## src/cau_pkg.sv

```systemverilog
// ----------------------------------------------------------------------------
// cau_pkg: shared types and constants of the charge accounting unit
// Request and result structs, operation codes and serial step counts.
// ----------------------------------------------------------------------------
package cau_pkg;

	// Field widths
	localparam int OPD_W      = 32;
	localparam int PROD_W     = 2 * OPD_W;
	localparam int HOURS_W    = 32;
	localparam int REM_OUT_W  = 27;
	localparam int CAT_FLD_W  = 2;

	// Time base
	localparam int SECONDS_PER_MINUTE = 60;
	localparam int SECONDS_PER_HOUR   = SECONDS_PER_MINUTE * SECONDS_PER_MINUTE;

	// Serial step counters
	localparam int MUL_CNT_W = $clog2(OPD_W);
	localparam logic [MUL_CNT_W-1:0] MUL_LAST = MUL_CNT_W'(OPD_W - 1);
	localparam int DIV_CNT_W = $clog2(PROD_W);
	localparam logic [DIV_CNT_W-1:0] DIV_LAST = DIV_CNT_W'(PROD_W - 1);

	// Operation codes
	localparam logic OP_CONSUME = 1'b0;
	localparam logic OP_CLEAR   = 1'b1;

	typedef struct packed {
		logic                 operation;
		logic [CAT_FLD_W-1:0] category;
		logic [OPD_W-1:0]     duration_ticks;
		logic [OPD_W-1:0]     current_ua;
	} cau_req_t;

	typedef struct packed {
		logic [HOURS_W-1:0]   total_hours;
		logic [REM_OUT_W-1:0] total_remainder;
		logic [HOURS_W-1:0]   category_hours;
		logic [REM_OUT_W-1:0] category_remainder;
	} cau_rsp_t;

endpackage

```

## src/cau_mul.sv

```systemverilog
// ----------------------------------------------------------------------------
// cau_mul: bit-serial unsigned multiplier
// Shift-add, one multiplier bit per cycle, product of two 32-bit operands.
// ----------------------------------------------------------------------------
module cau_mul (
	input  logic                        clk,
	input  logic                        arst_n,
	input  logic                        start,
	input  logic [cau_pkg::OPD_W-1:0]   mcand,
	input  logic [cau_pkg::OPD_W-1:0]   mplier,
	output logic                        done,
	output logic [cau_pkg::PROD_W-1:0]  product
);
	import cau_pkg::*;

	logic [OPD_W-1:0]     hi_q;
	logic [OPD_W-1:0]     lo_q;
	logic [OPD_W-1:0]     mcand_q;
	logic [MUL_CNT_W-1:0] cnt_q;
	logic                 busy_q;
	logic                 done_q;
	logic [OPD_W:0]       sum;

	// Partial sum of the upper half with the multiplicand
	assign sum = {1'b0, hi_q} + (lo_q[0] ? {1'b0, mcand_q} : '0);

	// Datapath: add, then shift the whole product right one bit
	always_ff @(posedge clk) begin
		if (start) begin
			hi_q    <= '0;
			lo_q    <= mplier;
			mcand_q <= mcand;
		end else if (busy_q) begin
			hi_q <= sum[OPD_W:1];
			lo_q <= {sum[0], lo_q[OPD_W-1:1]};
		end
	end

	// Step counter
	always_ff @(posedge clk or negedge arst_n) begin
		if (!arst_n) begin
			busy_q <= 1'b0;
			cnt_q  <= '0;
			done_q <= 1'b0;
		end else begin
			done_q <= busy_q && (cnt_q == MUL_LAST);
			if (start) begin
				busy_q <= 1'b1;
				cnt_q  <= '0;
			end else if (busy_q) begin
				cnt_q <= cnt_q + 1'b1;
				if (cnt_q == MUL_LAST)
					busy_q <= 1'b0;
			end
		end
	end

	assign done    = done_q;
	assign product = {hi_q, lo_q};

endmodule

```

## src/cau_div.sv

```systemverilog
// ----------------------------------------------------------------------------
// cau_div: bit-serial restoring divider by a constant
// One dividend bit per cycle, MSB first; keeps the low quotient word.
// ----------------------------------------------------------------------------
module cau_div #(
	parameter int              REM_W   = 27,
	parameter longint unsigned DIVISOR = 117964800
) (
	input  logic                         clk,
	input  logic                         arst_n,
	input  logic                         start,
	input  logic [cau_pkg::PROD_W-1:0]   dividend,
	output logic                         done,
	output logic [cau_pkg::HOURS_W-1:0]  quotient,
	output logic [REM_W-1:0]             remainder
);
	import cau_pkg::*;

	localparam logic [REM_W:0] DIV_EXT = (REM_W + 1)'(DIVISOR);

	logic [PROD_W-1:0]    dvd_q;
	logic [REM_W-1:0]     rem_q;
	logic [HOURS_W-1:0]   quo_q;
	logic [DIV_CNT_W-1:0] cnt_q;
	logic                 busy_q;
	logic                 done_q;
	logic [REM_W:0]       trial;
	logic [REM_W:0]       diff;
	logic                 ge;

	// Trial subtract of the divisor from the shifted partial remainder
	assign trial = {rem_q, dvd_q[PROD_W-1]};
	assign ge    = trial >= DIV_EXT;
	assign diff  = trial - DIV_EXT;

	// Datapath
	always_ff @(posedge clk) begin
		if (start) begin
			dvd_q <= dividend;
			rem_q <= '0;
			quo_q <= '0;
		end else if (busy_q) begin
			dvd_q <= {dvd_q[PROD_W-2:0], 1'b0};
			rem_q <= ge ? diff[REM_W-1:0] : trial[REM_W-1:0];
			quo_q <= {quo_q[HOURS_W-2:0], ge};
		end
	end

	// Step counter
	always_ff @(posedge clk or negedge arst_n) begin
		if (!arst_n) begin
			busy_q <= 1'b0;
			cnt_q  <= '0;
			done_q <= 1'b0;
		end else begin
			done_q <= busy_q && (cnt_q == DIV_LAST);
			if (start) begin
				busy_q <= 1'b1;
				cnt_q  <= '0;
			end else if (busy_q) begin
				cnt_q <= cnt_q + 1'b1;
				if (cnt_q == DIV_LAST)
					busy_q <= 1'b0;
			end
		end
	end

	assign done      = done_q;
	assign quotient  = quo_q;
	assign remainder = rem_q;

endmodule

```

## src/charge_accounting_unit.sv

```systemverilog
// Sequence: a consume request runs the serial multiply, then the serial divide, then the finish
// state, which updates the accumulators and registers the result once the result slot is free.
// A clear request goes straight to the finish state, which zeroes the accumulators and the result.
// Requests: one at a time; no new request is taken until the last one has finished.
// Reset: arst_n clears control state and zeroes every accumulator at once.
// ----------------------------------------------------------------------------
// charge_accounting_unit: total and per-category charge accumulators
// Serial product of duration and current, split into hours and remainder.
// ----------------------------------------------------------------------------
module charge_accounting_unit #(
	parameter int CATEGORIES       = 4,
	parameter int TICKS_PER_SECOND = 32768
) (
	input  logic              clk,
	input  logic              arst_n,
	input  logic              in_valid,
	output logic              in_ready,
	input  cau_pkg::cau_req_t in_data,
	output logic              out_valid,
	input  logic              out_ready,
	output cau_pkg::cau_rsp_t out_data
);
	import cau_pkg::*;

	localparam longint unsigned HOUR_TICKS =
		longint'(TICKS_PER_SECOND) * longint'(SECONDS_PER_HOUR);
	localparam int REM_W = $clog2(HOUR_TICKS + 1);
	localparam logic [REM_W:0] HOUR_EXT = (REM_W + 1)'(HOUR_TICKS);

	typedef enum logic [1:0] {
		ST_IDLE,
		ST_MUL,
		ST_DIV,
		ST_FIN
	} state_t;

	state_t                 state_q;
	logic                   clr_q;
	logic [CAT_FLD_W-1:0]   cat_q;
	logic                   out_valid_q;
	cau_rsp_t               out_data_q;

	logic [HOURS_W-1:0]     sum_hours_q;
	logic [REM_W-1:0]       sum_rem_q;
	logic [HOURS_W-1:0]     class_hours_q [CATEGORIES];
	logic [REM_W-1:0]       class_rem_q   [CATEGORIES];

	logic                   accept;
	logic                   mul_start;
	logic                   mul_done;
	logic [PROD_W-1:0]      product;
	logic                   div_done;
	logic [HOURS_W-1:0]     div_quo;
	logic [REM_W-1:0]       div_rem;
	logic                   fin_go;
	logic                   cat_ok;

	logic [HOURS_W-1:0]     sel_hours;
	logic [REM_W-1:0]       sel_rem;
	logic [REM_W:0]         tot_sum;
	logic                   tot_ge;
	logic [REM_W-1:0]       tot_rem_nx;
	logic [HOURS_W-1:0]     tot_hours_nx;
	logic [REM_W:0]         cat_sum;
	logic                   cat_ge;
	logic [REM_W-1:0]       cat_rem_nx;
	logic [HOURS_W-1:0]     cat_hours_nx;

	assign in_ready  = (state_q == ST_IDLE);
	assign accept    = in_valid && in_ready;
	assign mul_start = accept && (in_data.operation == OP_CONSUME);
	assign fin_go    = (state_q == ST_FIN) && (!out_valid_q || out_ready);
	assign cat_ok    = int'(cat_q) < CATEGORIES;

	// Serial multiply of duration by current
	cau_mul u_mul (
		.clk     (clk),
		.arst_n  (arst_n),
		.start   (mul_start),
		.mcand   (in_data.current_ua),
		.mplier  (in_data.duration_ticks),
		.done    (mul_done),
		.product (product)
	);

	// Serial split of the product into hours and remainder ticks
	cau_div #(
		.REM_W   (REM_W),
		.DIVISOR (HOUR_TICKS)
	) u_div (
		.clk       (clk),
		.arst_n    (arst_n),
		.start     (mul_done),
		.dividend  (product),
		.done      (div_done),
		.quotient  (div_quo),
		.remainder (div_rem)
	);

	// Read the addressed category; out-of-range reads as zero
	always_comb begin
		sel_hours = '0;
		sel_rem   = '0;
		for (int i = 0; i < CATEGORIES; i++) begin
			if (int'(cat_q) == i) begin
				sel_hours = class_hours_q[i];
				sel_rem   = class_rem_q[i];
			end
		end
	end

	// Fold product remainder into the total and the addressed category, carry into hours
	always_comb begin
		tot_sum      = {1'b0, sum_rem_q} + {1'b0, div_rem};
		tot_ge       = tot_sum >= HOUR_EXT;
		tot_rem_nx   = tot_ge ? REM_W'(tot_sum - HOUR_EXT) : REM_W'(tot_sum);
		tot_hours_nx = sum_hours_q + div_quo + HOURS_W'(tot_ge);
		cat_sum      = {1'b0, sel_rem} + {1'b0, div_rem};
		cat_ge       = cat_sum >= HOUR_EXT;
		cat_rem_nx   = cat_ge ? REM_W'(cat_sum - HOUR_EXT) : REM_W'(cat_sum);
		cat_hours_nx = sel_hours + div_quo + HOURS_W'(cat_ge);
	end

	// Accumulator update
	always_ff @(posedge clk or negedge arst_n) begin
		if (!arst_n) begin
			sum_hours_q <= '0;
			sum_rem_q   <= '0;
			for (int i = 0; i < CATEGORIES; i++) begin
				class_hours_q[i] <= '0;
				class_rem_q[i]   <= '0;
			end
		end else if (fin_go) begin
			if (clr_q) begin
				sum_hours_q <= '0;
				sum_rem_q   <= '0;
				for (int i = 0; i < CATEGORIES; i++) begin
					class_hours_q[i] <= '0;
					class_rem_q[i]   <= '0;
				end
			end else begin
				sum_hours_q <= tot_hours_nx;
				sum_rem_q   <= tot_rem_nx;
				for (int i = 0; i < CATEGORIES; i++) begin
					if (int'(cat_q) == i) begin
						class_hours_q[i] <= cat_hours_nx;
						class_rem_q[i]   <= cat_rem_nx;
					end
				end
			end
		end
	end

	// Sequencer and result register
	always_ff @(posedge clk or negedge arst_n) begin
		if (!arst_n) begin
			state_q     <= ST_IDLE;
			clr_q       <= 1'b0;
			cat_q       <= '0;
			out_valid_q <= 1'b0;
			out_data_q  <= '0;
		end else begin
			// Result slot: filled on finish, emptied when taken
			out_valid_q <= fin_go || (out_valid_q && !out_ready);
			case (state_q)
				ST_IDLE: begin
					if (accept) begin
						clr_q   <= (in_data.operation == OP_CLEAR);
						cat_q   <= in_data.category;
						state_q <= (in_data.operation == OP_CLEAR) ? ST_FIN : ST_MUL;
					end
				end
				ST_MUL: begin
					if (mul_done)
						state_q <= ST_DIV;
				end
				ST_DIV: begin
					if (div_done)
						state_q <= ST_FIN;
				end
				ST_FIN: begin
					if (fin_go) begin
						if (clr_q) begin
							out_data_q <= '0;
						end else begin
							out_data_q.total_hours     <= tot_hours_nx;
							out_data_q.total_remainder <= REM_OUT_W'(tot_rem_nx);
							if (cat_ok) begin
								out_data_q.category_hours     <= cat_hours_nx;
								out_data_q.category_remainder <= REM_OUT_W'(cat_rem_nx);
							end else begin
								out_data_q.category_hours     <= '0;
								out_data_q.category_remainder <= '0;
							end
						end
						state_q <= ST_IDLE;
					end
				end
				default: begin
					state_q <= ST_IDLE;
				end
			endcase
		end
	end

	assign out_valid = out_valid_q;
	assign out_data  = out_data_q;

`ifndef SYNTHESIS
	// Remainder of the total always stays below one hour of ticks
	a_rem_range: assert property (@(posedge clk) disable iff (!arst_n)
		{1'b0, sum_rem_q} < HOUR_EXT)
		else $error("total remainder out of range");

	// Multiplier finishes only while the sequencer waits for it
	a_mul_done: assert property (@(posedge clk) disable iff (!arst_n)
		mul_done |-> state_q == ST_MUL)
		else $error("multiplier done outside multiply phase");

	// Divider finishes only while the sequencer waits for it
	a_div_done: assert property (@(posedge clk) disable iff (!arst_n)
		div_done |-> state_q == ST_DIV)
		else $error("divider done outside divide phase");

	// One request in flight: no acceptance right after an acceptance
	a_one_req: assert property (@(posedge clk) disable iff (!arst_n)
		accept |=> !in_ready)
		else $error("request accepted while busy");
`endif

endmodule
```

## config.mk

```make
export PLATFORM = sky130hd
export DESIGN_NAME = charge_accounting_unit
export DESIGN_NICKNAME = d
export VERILOG_FILES = /design/src/cau_pkg.sv /design/src/cau_mul.sv /design/src/cau_div.sv /design/src/charge_accounting_unit.sv
export SDC_FILE = /design/constraint.sdc
export NUM_CORES = 1
export LEC_CHECK = 0
export BUFFER_PORTS_ARGS = -buffer_cell sky130_fd_sc_hd__buf_2
export CAP_MARGIN = 15
export CORE_AREA = 3 3 272 274
export CTS_CLUSTER_SIZE = 14
export DETAILED_ROUTE_END_ITERATION = 10
export DIE_AREA = 0 0 275 277
export PLACE_DENSITY = 0.66
export SYNTH_ARGS = -nofsm -noshare
export SYNTH_HDL_FRONTEND = slang
export SYNTH_HIERARCHICAL = 1
export SYNTH_SLANG_ARGS = --single-unit
export TNS_END_PERCENT = 100
```

## constraint.sdc

```tcl
create_clock -name clk -period 16.83 [get_ports clk]
set_input_delay 1.683 -clock clk [delete_from_list [all_inputs] [get_ports clk]]
set_output_delay 1.683 -clock clk [all_outputs]
set_load 0.01 [all_outputs]
```

# Word-level counts from Yosys, hierarchy flattened
# Cells that the tools add are included.
# word_totals
regBits	653
inputBits	71
output_inout_bits	120
word_cells	128
# classes
addsub	12
n_lt_le_gt_ge	3
reduce_logical	25
bitwise_logic	1
muxes	45
n_eq_ne	12
# op_table
operator	count
$mux 32	12
$mux 27	12
$mux 128	1
$mux 64	2
$mux 118	1
$mux 108	1
$ge 28x27->1 const B	3
$sub 27x27->27 const B	3
$add 32x1->32	2
$add 32x32->32	2
$add 27x27->28	2
$add 32x33->33	1
$mux 6	2
$reduce_and 2->1	6
$reduce_bool 2->1	6
$mux 2	5
$mux 5	2
$eq 2x2->1 const B	4
$pmux 2 s4	1
$add 6x1->6 const B	1
$eq 6x6->1 const B	1
$logic_and 1x1->1	6
$mux 1	6
$ne 2x1->1 const B	3
other kinds (9)	13

# Logic depth before layout (Yosys ltp)
# Gate-level depths: netlist of the first run.
# depth
word_depth	10
depth_mapped	25
mapped_depth_nobuf	23

# Cells and area by module
# Netlist of the first run, hierarchy kept.
# by_module_without_submodules
module	cells_per_inst	seq_area_each_um2	instances	area_per_inst_um2
charge_accounting_unit	2134	9008.6	1	20887.5
cau_mul	556	2737.6	1	5883.1
cau_div	412	3303.2	1	5455.2

# Least setup slack after synthesis of the first run
# OpenSTA, ideal clock, no wires.
# synth_timing
path_type	register to register
from	register cat_q[0]
to	register class_hours_q[120] in the netlist's numbering
setup_slack_ps	9530
stages_incl_launch_ff	26
t_arrival_ps	7179
setup_ps	121
n_path_buf	2
period_less_slack_ps	7300
path_cell_list	dfrtp_1 -> clkbuf_1 -> clkbuf_1 -> mux4_2 -> ha_1 -> fa_1 -> a211oi_1 -> o21ai_0 -> a21oi_1 -> nor2_1 -> o31a_1 -> nor3_4 -> nand4_4 -> o31a_4 -> fa_1 -> fa_1 -> a21o_1 -> a21o_1 -> a2111o_1 -> a31oi_1 -> o211a_1 -> nor3_1 -> a21oi_1 -> o21ai_0 -> xor2_1 -> a22o_1
# synth_between
elab_chain_len	10
word_cells_on_any_way	20
# synth_lines
element	line	rtl
start, declared	charge_accounting_unit.sv:39	logic [CAT_FLD_W-1:0] cat_q;
start signal, assigned	charge_accounting_unit.sv:169	cat_q <= in_data.category;
$logic_not 2->1	charge_accounting_unit.sv:105, charge_accounting_unit.sv:145	
$mux 27 (4 in series)	charge_accounting_unit.sv:105	if (int'(cat_q) == i) begin
$add 27x27->28	charge_accounting_unit.sv:118	cat_sum = {1'b0, sel_rem} + {1'b0, div_rem};
$ge 28x27->1	charge_accounting_unit.sv:119	cat_ge = cat_sum >= HOUR_EXT;
$add 32x1->32	charge_accounting_unit.sv:121	cat_hours_nx = sel_hours + div_quo + HOURS_W'(cat_ge);
$mux 32	charge_accounting_unit.sv:145	if (int'(cat_q) == i) begin
$mux 128	charge_accounting_unit.sv:134	if (clr_q) begin
end signal, assigned by index	charge_accounting_unit.sv:146	class_hours_q[i] <= cat_hours_nx;
end, declared	charge_accounting_unit.sv:45	logic [HOURS_W-1:0] class_hours_q [CATEGORIES];
# Several ways; a longest one is shown, not always the timed one. The select of a mux whose other input is x is not followed.
# A chain may end at the register's enable or synchronous reset.

# Worst setup path after layout of the first run
# layout_timing
from	register cat_q[1]
to	register class_hours_q[120] in the netlist's numbering
# The elaborated chain is that of the path after synthesis.

==> metrics.csv, run 1 <==
metric,value,unit
status,finished clean,
required,17360,ps
port_buffers,190,
syn_to_final_growth,12.3,%
cts_buffers,68,
yosys_register_bits,594,
cts_hold_buffers,0,
yosysTopAreaCell,dfrtp_1,
core,0.0716,mm^2
antenna_found_initial,7,
cp_max_fo,42,
min_period,8240,ps
hold_slack,470,ps
placementRows,98,
initial_core_util,45.0,%
p_per_area,84.5,mW/mm^2
p_leak,15.5,nW
worstSkewPairLatency,620,ps
swShare,20.9,%
stdcell_count,4217,
synthTopCellsByCount,"nand2_1, dfrtp_1, o21ai_0",
ys.flop_type,dfrtp_1,
vdd_drop_max,0.0000793,V
vias,23500,
path_class,register to register,
p_int,2.42,mW
overflow,0,
hold_path_class,register to register,
max_stage_delay,690,ps
cts_setup_buffers,0,
relSlewSlack,29.7,%
drive_gt1_share,17.3,%
power_frac_clock,51.3,%
route.detailed.drc,0,
synth_top_area_share,29.1,%
post-route-period-util,49.0,%
fin_setup_tns,0,ps
comb_power_share,0.9,%
gp_congestion,0.865,
start_kind,register,
path_cells,"buf_4, mux4_2, ha_1, fa_1, a211oi_1, o21ai_0, a21oi_1, nor2_1, o31a_1, nor3_4, nand4_4, o31a_4, fa_1, fa_1, a21o_1, a21o_1, a2111o_1, a31oi_1, o211a_1, nor3_1, a21oi_1, o21ai_0, xor2_1, a22o_1",
yosysUniqueCellTypes,109,
cts_tree,done,
track_usage,20.5,%
critPathCaptureType,register,
die_x,275,um
netlist_instances,3102,
ys_async_sr_fraction,63.1,%
clockBufferDepth,3,
drv_slew,0,
synth_most_common_cell,nand2_1,
setup-violations-final,0,
fmax,121,MHz
place_ws,8680,ps
boundaryPins,191,
yosysSeqAreaShare,46.7,%
post_cts_resized,0,
ys_warn_count,6,
final_hold_viol_count,0,
worstMarginPinSlew,1050,ps
wl_per_cell,18.6,um
setup_ws,8590,ps
routed_wl,78.3,mm
viasPerCell,5.57,
maxCapViolCount,0,
syn-num-nets,3336,
seqPwrFrac,47.9,%
die_h,277,um
avgSynthCellArea,10.4,um^2
hpwlAfterDp,53.9,mm
clkTransAtPathRegs,60,ps
synth_area_leaders,"dfrtp_1, edfxtp_1, ha_1, dfxtp_1, o21ai_0",
syn_area,0.0322,mm^2
cp_slowest_cell,dfrtp_2,
critPathBufInv,1,
cts-htree-levels,3,
drtIter0Drc,1644,
synth_enable_flop_cells,128,
dp_cells,4087,
dr.pass1.iters,5,
clock-root-buffer,clkbuf_16,
crit_top_cell,fa_1,
switchingPower,0.640,mW
clkSinkCount,594,
grt_pass1_wl,127,mm
rsz0062_at_grt,no,
fin_skew,31.9,ps
grt_pass1_vias,23200,
die_area,0.0762,mm^2
grt_start_max_net_pins,159,
layout.nets,3441,
ant_nets,0,
arrival,8780,ps
critical_path.top_delay_family,compound AO/OA/AOI/OAI gates,
==> power by group through the flow <==
stage / Combinational [mW] / Sequential (mW) / Clock (mW)
3_3_place_gp: 0.0283 / 1.49 / 0
6_report: 0.0269 / 1.46 / 1.57
2_1_floorplan: 0.000173 / 1.49 / 0
4_1_cts: 0.0286 / 1.46 / 1.61
3_5_place_dp: 0.0286 / 1.49 / 0
5_1_grt: 0.0319 / 1.46 / 1.66
==> flip-flops by register name, summed over array words and instances (netlist names), 2 cells and up <==
name / cells
u_div/cnt_q: 6
sum_hours_q: 11
u_div/dvd_q: 64
state_q: 2
u_mul/hi_q: 32
cat_q: 2
u_mul/mcand_q: 32
u_mul/cnt_q: 5
u_div/remainder: 27
u_mul/lo_q: 32
out_data: 106
class_rem_q: 108
u_div/quotient: 32
class_hours_q: 128
==> metal layers <==
layer / vias up / share of wire (%) / GRT usage, %
met5: - / 0.061 / 0
li1: 11500 / - / -
met4: 8 / 1.8 / 4.40
met1: 11400 / 47 / 28.7
met2: 481 / 45 / 32.3
met3: 89 / 6.0 / 4.96
==> through the flow <==
stage | area [um^2] | utilization (%) | power (mW)
2_1_floorplan | 32200 | - | 1.49
3_3_place_gp | 33800 | 47.2 | 1.52
3_5_place_dp | 33800 | 47.2 | 1.52
4_1_cts | 36200 | 50.5 | 3.10
5_1_grt | 36200 | 50.5 | 3.16
6_report | 36200 | 50.5 | 3.06
==> kinds of logic after synthesis <==
group / after synthesis / share of synthesized area [%]
and+or+nand+nor: 874 / 12.7
AOI/OAI and AO/OA: 873 / 17.3
DFF: 594 / 46.7
muxes: 237 / 10.1
buffers and inverters: 229 / 3.17
adders and majority gates: 163 / 6.49
xor gates and xnor gates: 132 / 3.59
==> worst reg2reg max path: cells and delay by family, from the launching register on <==
kind | cells | cell delay [ps]
compound gates | 13 | 3800
fa+ha+maj | 4 | 1510
simple gates | 4 | 760
flops | 1 | 690
buf+inv | 1 | 650
mux | 1 | 430
xor+xnor | 1 | 340
==> cells in the final DEF (no fill, tap or decap), drive strengths merged, types with 12 or more instances in the layout <==
cell | synthesis | routed
nand4 | 22 | 22
o21bai | 24 | 24
or3 | 18 | 18
nor2b | 19 | 19
a211o | 12 | 12
ha | 156 | 156
and3 | 22 | 22
o211ai | 17 | 17
and2 | 45 | 45
o31ai | 35 | 35
or2 | 14 | 14
a22o | 43 | 43
o21a | 23 | 23
a21o | 65 | 65
mux2i | 69 | 69
dfxtp | 91 | 91
a21oi | 166 | 166
nor3 | 38 | 38
mux2 | 109 | 109
clkinv | 0 | 18
inv | 50 | 53
nand2b | 62 | 62
nand3 | 42 | 42
clkbuf | 118 | 92
mux4 | 59 | 59
o21ai | 352 | 352
a31oi | 18 | 18
nand2 | 400 | 400
nor2 | 156 | 156
xnor2 | 67 | 67
buf | 59 | 214
a211oi | 24 | 24
edfxtp | 128 | 128
xor2 | 65 | 65
dfrtp | 375 | 375
==> worst paths after layout <==
path / endpoint / startpoint / depth (start not counted) / slack [ps]
worst max-delay path: class_hours_q[120] / cat_q[1] / 24 / 8590
worst min-delay path: u_mul/hi_q[24] / u_mul/hi_q[24] / 2 / 470
worst max register to register: class_hours_q[120] / cat_q[1] / 24 / 8590
worst min register to register: u_mul/hi_q[24] / u_mul/hi_q[24] / 2 / 470
max in group asynchronous: u_div/busy_q / arst_n / 3 / 13520
min in group asynchronous: out_data[99] / arst_n / 1 / 1070
==> area by class of cell <==
| type | instances | area [um^2] |
|---|---|---|
| fillers | 6608 | 35400 |
| multi-input cells | 2279 | 16200 |
| flip-flops and latches | 594 | 15100 |
| clock buffers | 92 | 1930 |
| well taps | 950 | 1190 |
| repair buffers | 214 | 1150 |
| clock inverters | 34 | 442 |
| inverters | 50 | 188 |
| diodes | 4 | 10.0 |
Note: power is estimated with default switching activity, not from simulation.
==> run 2: changes to the inputs <==
==> constraint.sdc (replaced) <==
create_clock -name clk -period 8.5 [get_ports clk]
set_input_delay 0.85 -clock clk [delete_from_list [all_inputs] [get_ports clk]]
set_output_delay 0.85 -clock clk [all_outputs]
set_load 0.01 [all_outputs]
==> metrics.csv, run 2 (synthesized netlist as in run 1, its figures left out) <==
metric,value,unit
post-route-period-util,91.0,%
drtIter0Drc,1743,
grt_pass1_vias,23000,
syn_to_final_growth,12.1,%
clock-root-buffer,clkbuf_16,
worstMarginPinSlew,1070,ps
ff2ff_path_depth,23,
post_cts_resized,0,
route.detailed.drc,0,
layout.nets,3442,
drive_gt1_share,17.3,%
max_stage_delay,710,ps
path_cells,"mux4_2, ha_1, fa_1, a211oi_1, o21ai_0, a21oi_1, nor2_1, o31a_1, nor3_4, nand4_4, o31a_4, fa_1, fa_1, a21o_1, a21o_1, a2111o_1, a31oi_1, o211a_1, nor3_1, a21oi_1, o21ai_0, xor2_1, a22o_1",
min_period,7730,ps
start_kind,register,
grt_pass1_wl,126,mm
cp_slowest_cell,dfrtp_4,
status,finished clean,
layout_commonest_cell,nand2_1,
worstSkewPairLatency,610,ps
cts_hold_buffers,0,
placed_area,0.0338,mm^2
placementRows,98,
initial_core_util,45.0,%
die_x,275,um
setup-violations-final,0,
fin_skew,25.7,ps
setup_ws,768,ps
vias,23600,
relSlewSlack,28.9,%
clkSinkCount,594,
layout_common_cells,"nand2_1, dfrtp_1, o21ai_0, buf_2, a21oi_1",
gp_congestion,0.888,
hpwlAfterDp,53.7,mm
core,0.0716,mm^2
place_ws,813,ps
die_h,277,um
boundaryPins,191,
r2r_slack,770,ps
stdcell_count,4213,
track_usage,20.4,%
regMostFlops,class_hours_q,
cts-htree-levels,3,
antenna_found_initial,8,
clockBufferDepth,3,
fmax,129,MHz
hold_path_class,input port to asynchronous set/reset pin,
drv_slew,0,
fillers,6598,
viasPerCell,5.59,
routed_wl,77.8,mm
overflow,0,
ant_nets,0,
cts_tree,done,
maxCapViolCount,0,
final_hold_viol_count,0,
rr_endpoint,class_hours_q[120],
vdd_drop_max,0.000159,V
p_per_area,164,mW/mm^2
cp_max_fo,22,
crit_top_cell,fa_1,
critPathCaptureType,register,
power,5.94,mW
design_area,0.0361,mm^2
arrival,8280,ps
clkTransAtPathRegs,60,ps
reg2reg_from,cat_q[0],
largest_register_ffs,128,
p_leak,15.4,nW
dp_cells,4088,
postLayoutCoreUtil,50.5,%
hold_slack,305,ps
port_buffers,190,
die_area,0.0762,mm^2
fin_setup_tns,0,ps
rsz0062_at_grt,no,
cts_setup_buffers,0,
dr.pass1.iters,8,
cts_buffers,68,
wl_per_cell,18.5,um
grt_start_max_net_pins,148,
path_class,register to register,
required,9050,ps
## run 2: changes by cell type in the layout (fill, tap and decap cells not counted), moves of 2 or more
| cell | delta |
|---|---|
| clkbuf_16 | -2 |
| inv_6 | -2 |
| diode_2 | -2 |
| clkinvlp_4 | +4 |
| clkbuf_1 | -4 |
| clkinv_1 | +2 |
| clkinv_8 | +3 |
| clkinv_2 | -3 |
| bufinv_16 | -3 |
## run 2: report_power, final
group	total, mW	internal, mW	switching (mW)
Sequential	2.90	2.90	0.0000000000000000103
Combinational	0.0531	0.0133	0.0398
Clock	2.99	1.76	1.23
## run 2: critical path: cells and delay by family (launching register included)
kind,cells,cell delay [ps]
adder cells (fa/ha/maj),4,1510
XOR/XNOR,1,370
flip-flops,1,710
multiplexers,1,560
AO/OA/AOI/OAI,13,3720
AND/OR/NAND/NOR,4,800
## run 2: routing by layer
layer | global-route usage (%) | share of wire [%] | vias up
met5 | 0 | 0.091 | -
met4 | 4.79 | 2.0 | 10
met3 | 4.31 | 5.7 | 106
met2 | 31.8 | 45 | 501
met1 | 29.2 | 48 | 11400
li1 | - | - | 11500
## run 2: worst max-delay path by stage
stage	to	startpoint	slack [ps]
after floorplan	class_hours_q[120]	cat_q[0]	1200
after global routing	class_hours_q[56]	cat_q[0]	340
final	class_hours_q[120]	cat_q[0]	770
after global placement	class_hours_q[120]	cat_q[0]	920
after CTS	class_hours_q[120]	cat_q[0]	790
after detailed placement	class_hours_q[120]	cat_q[0]	810
## run 2: cell type report
cell class / count / area (um^2) / area share (%)
diodes: 2 / 5.00 / 0.0138
clock inverters: 37 / 444 / 1.23
well taps: 950 / 1190 / 3.29
flip-flops and latches: 594 / 15100 / 41.7
inverters: 50 / 188 / 0.519
multi-input cells: 2279 / 16200 / 44.9
clock buffers: 86 / 1860 / 5.15
repair buffers: 215 / 1170 / 3.25
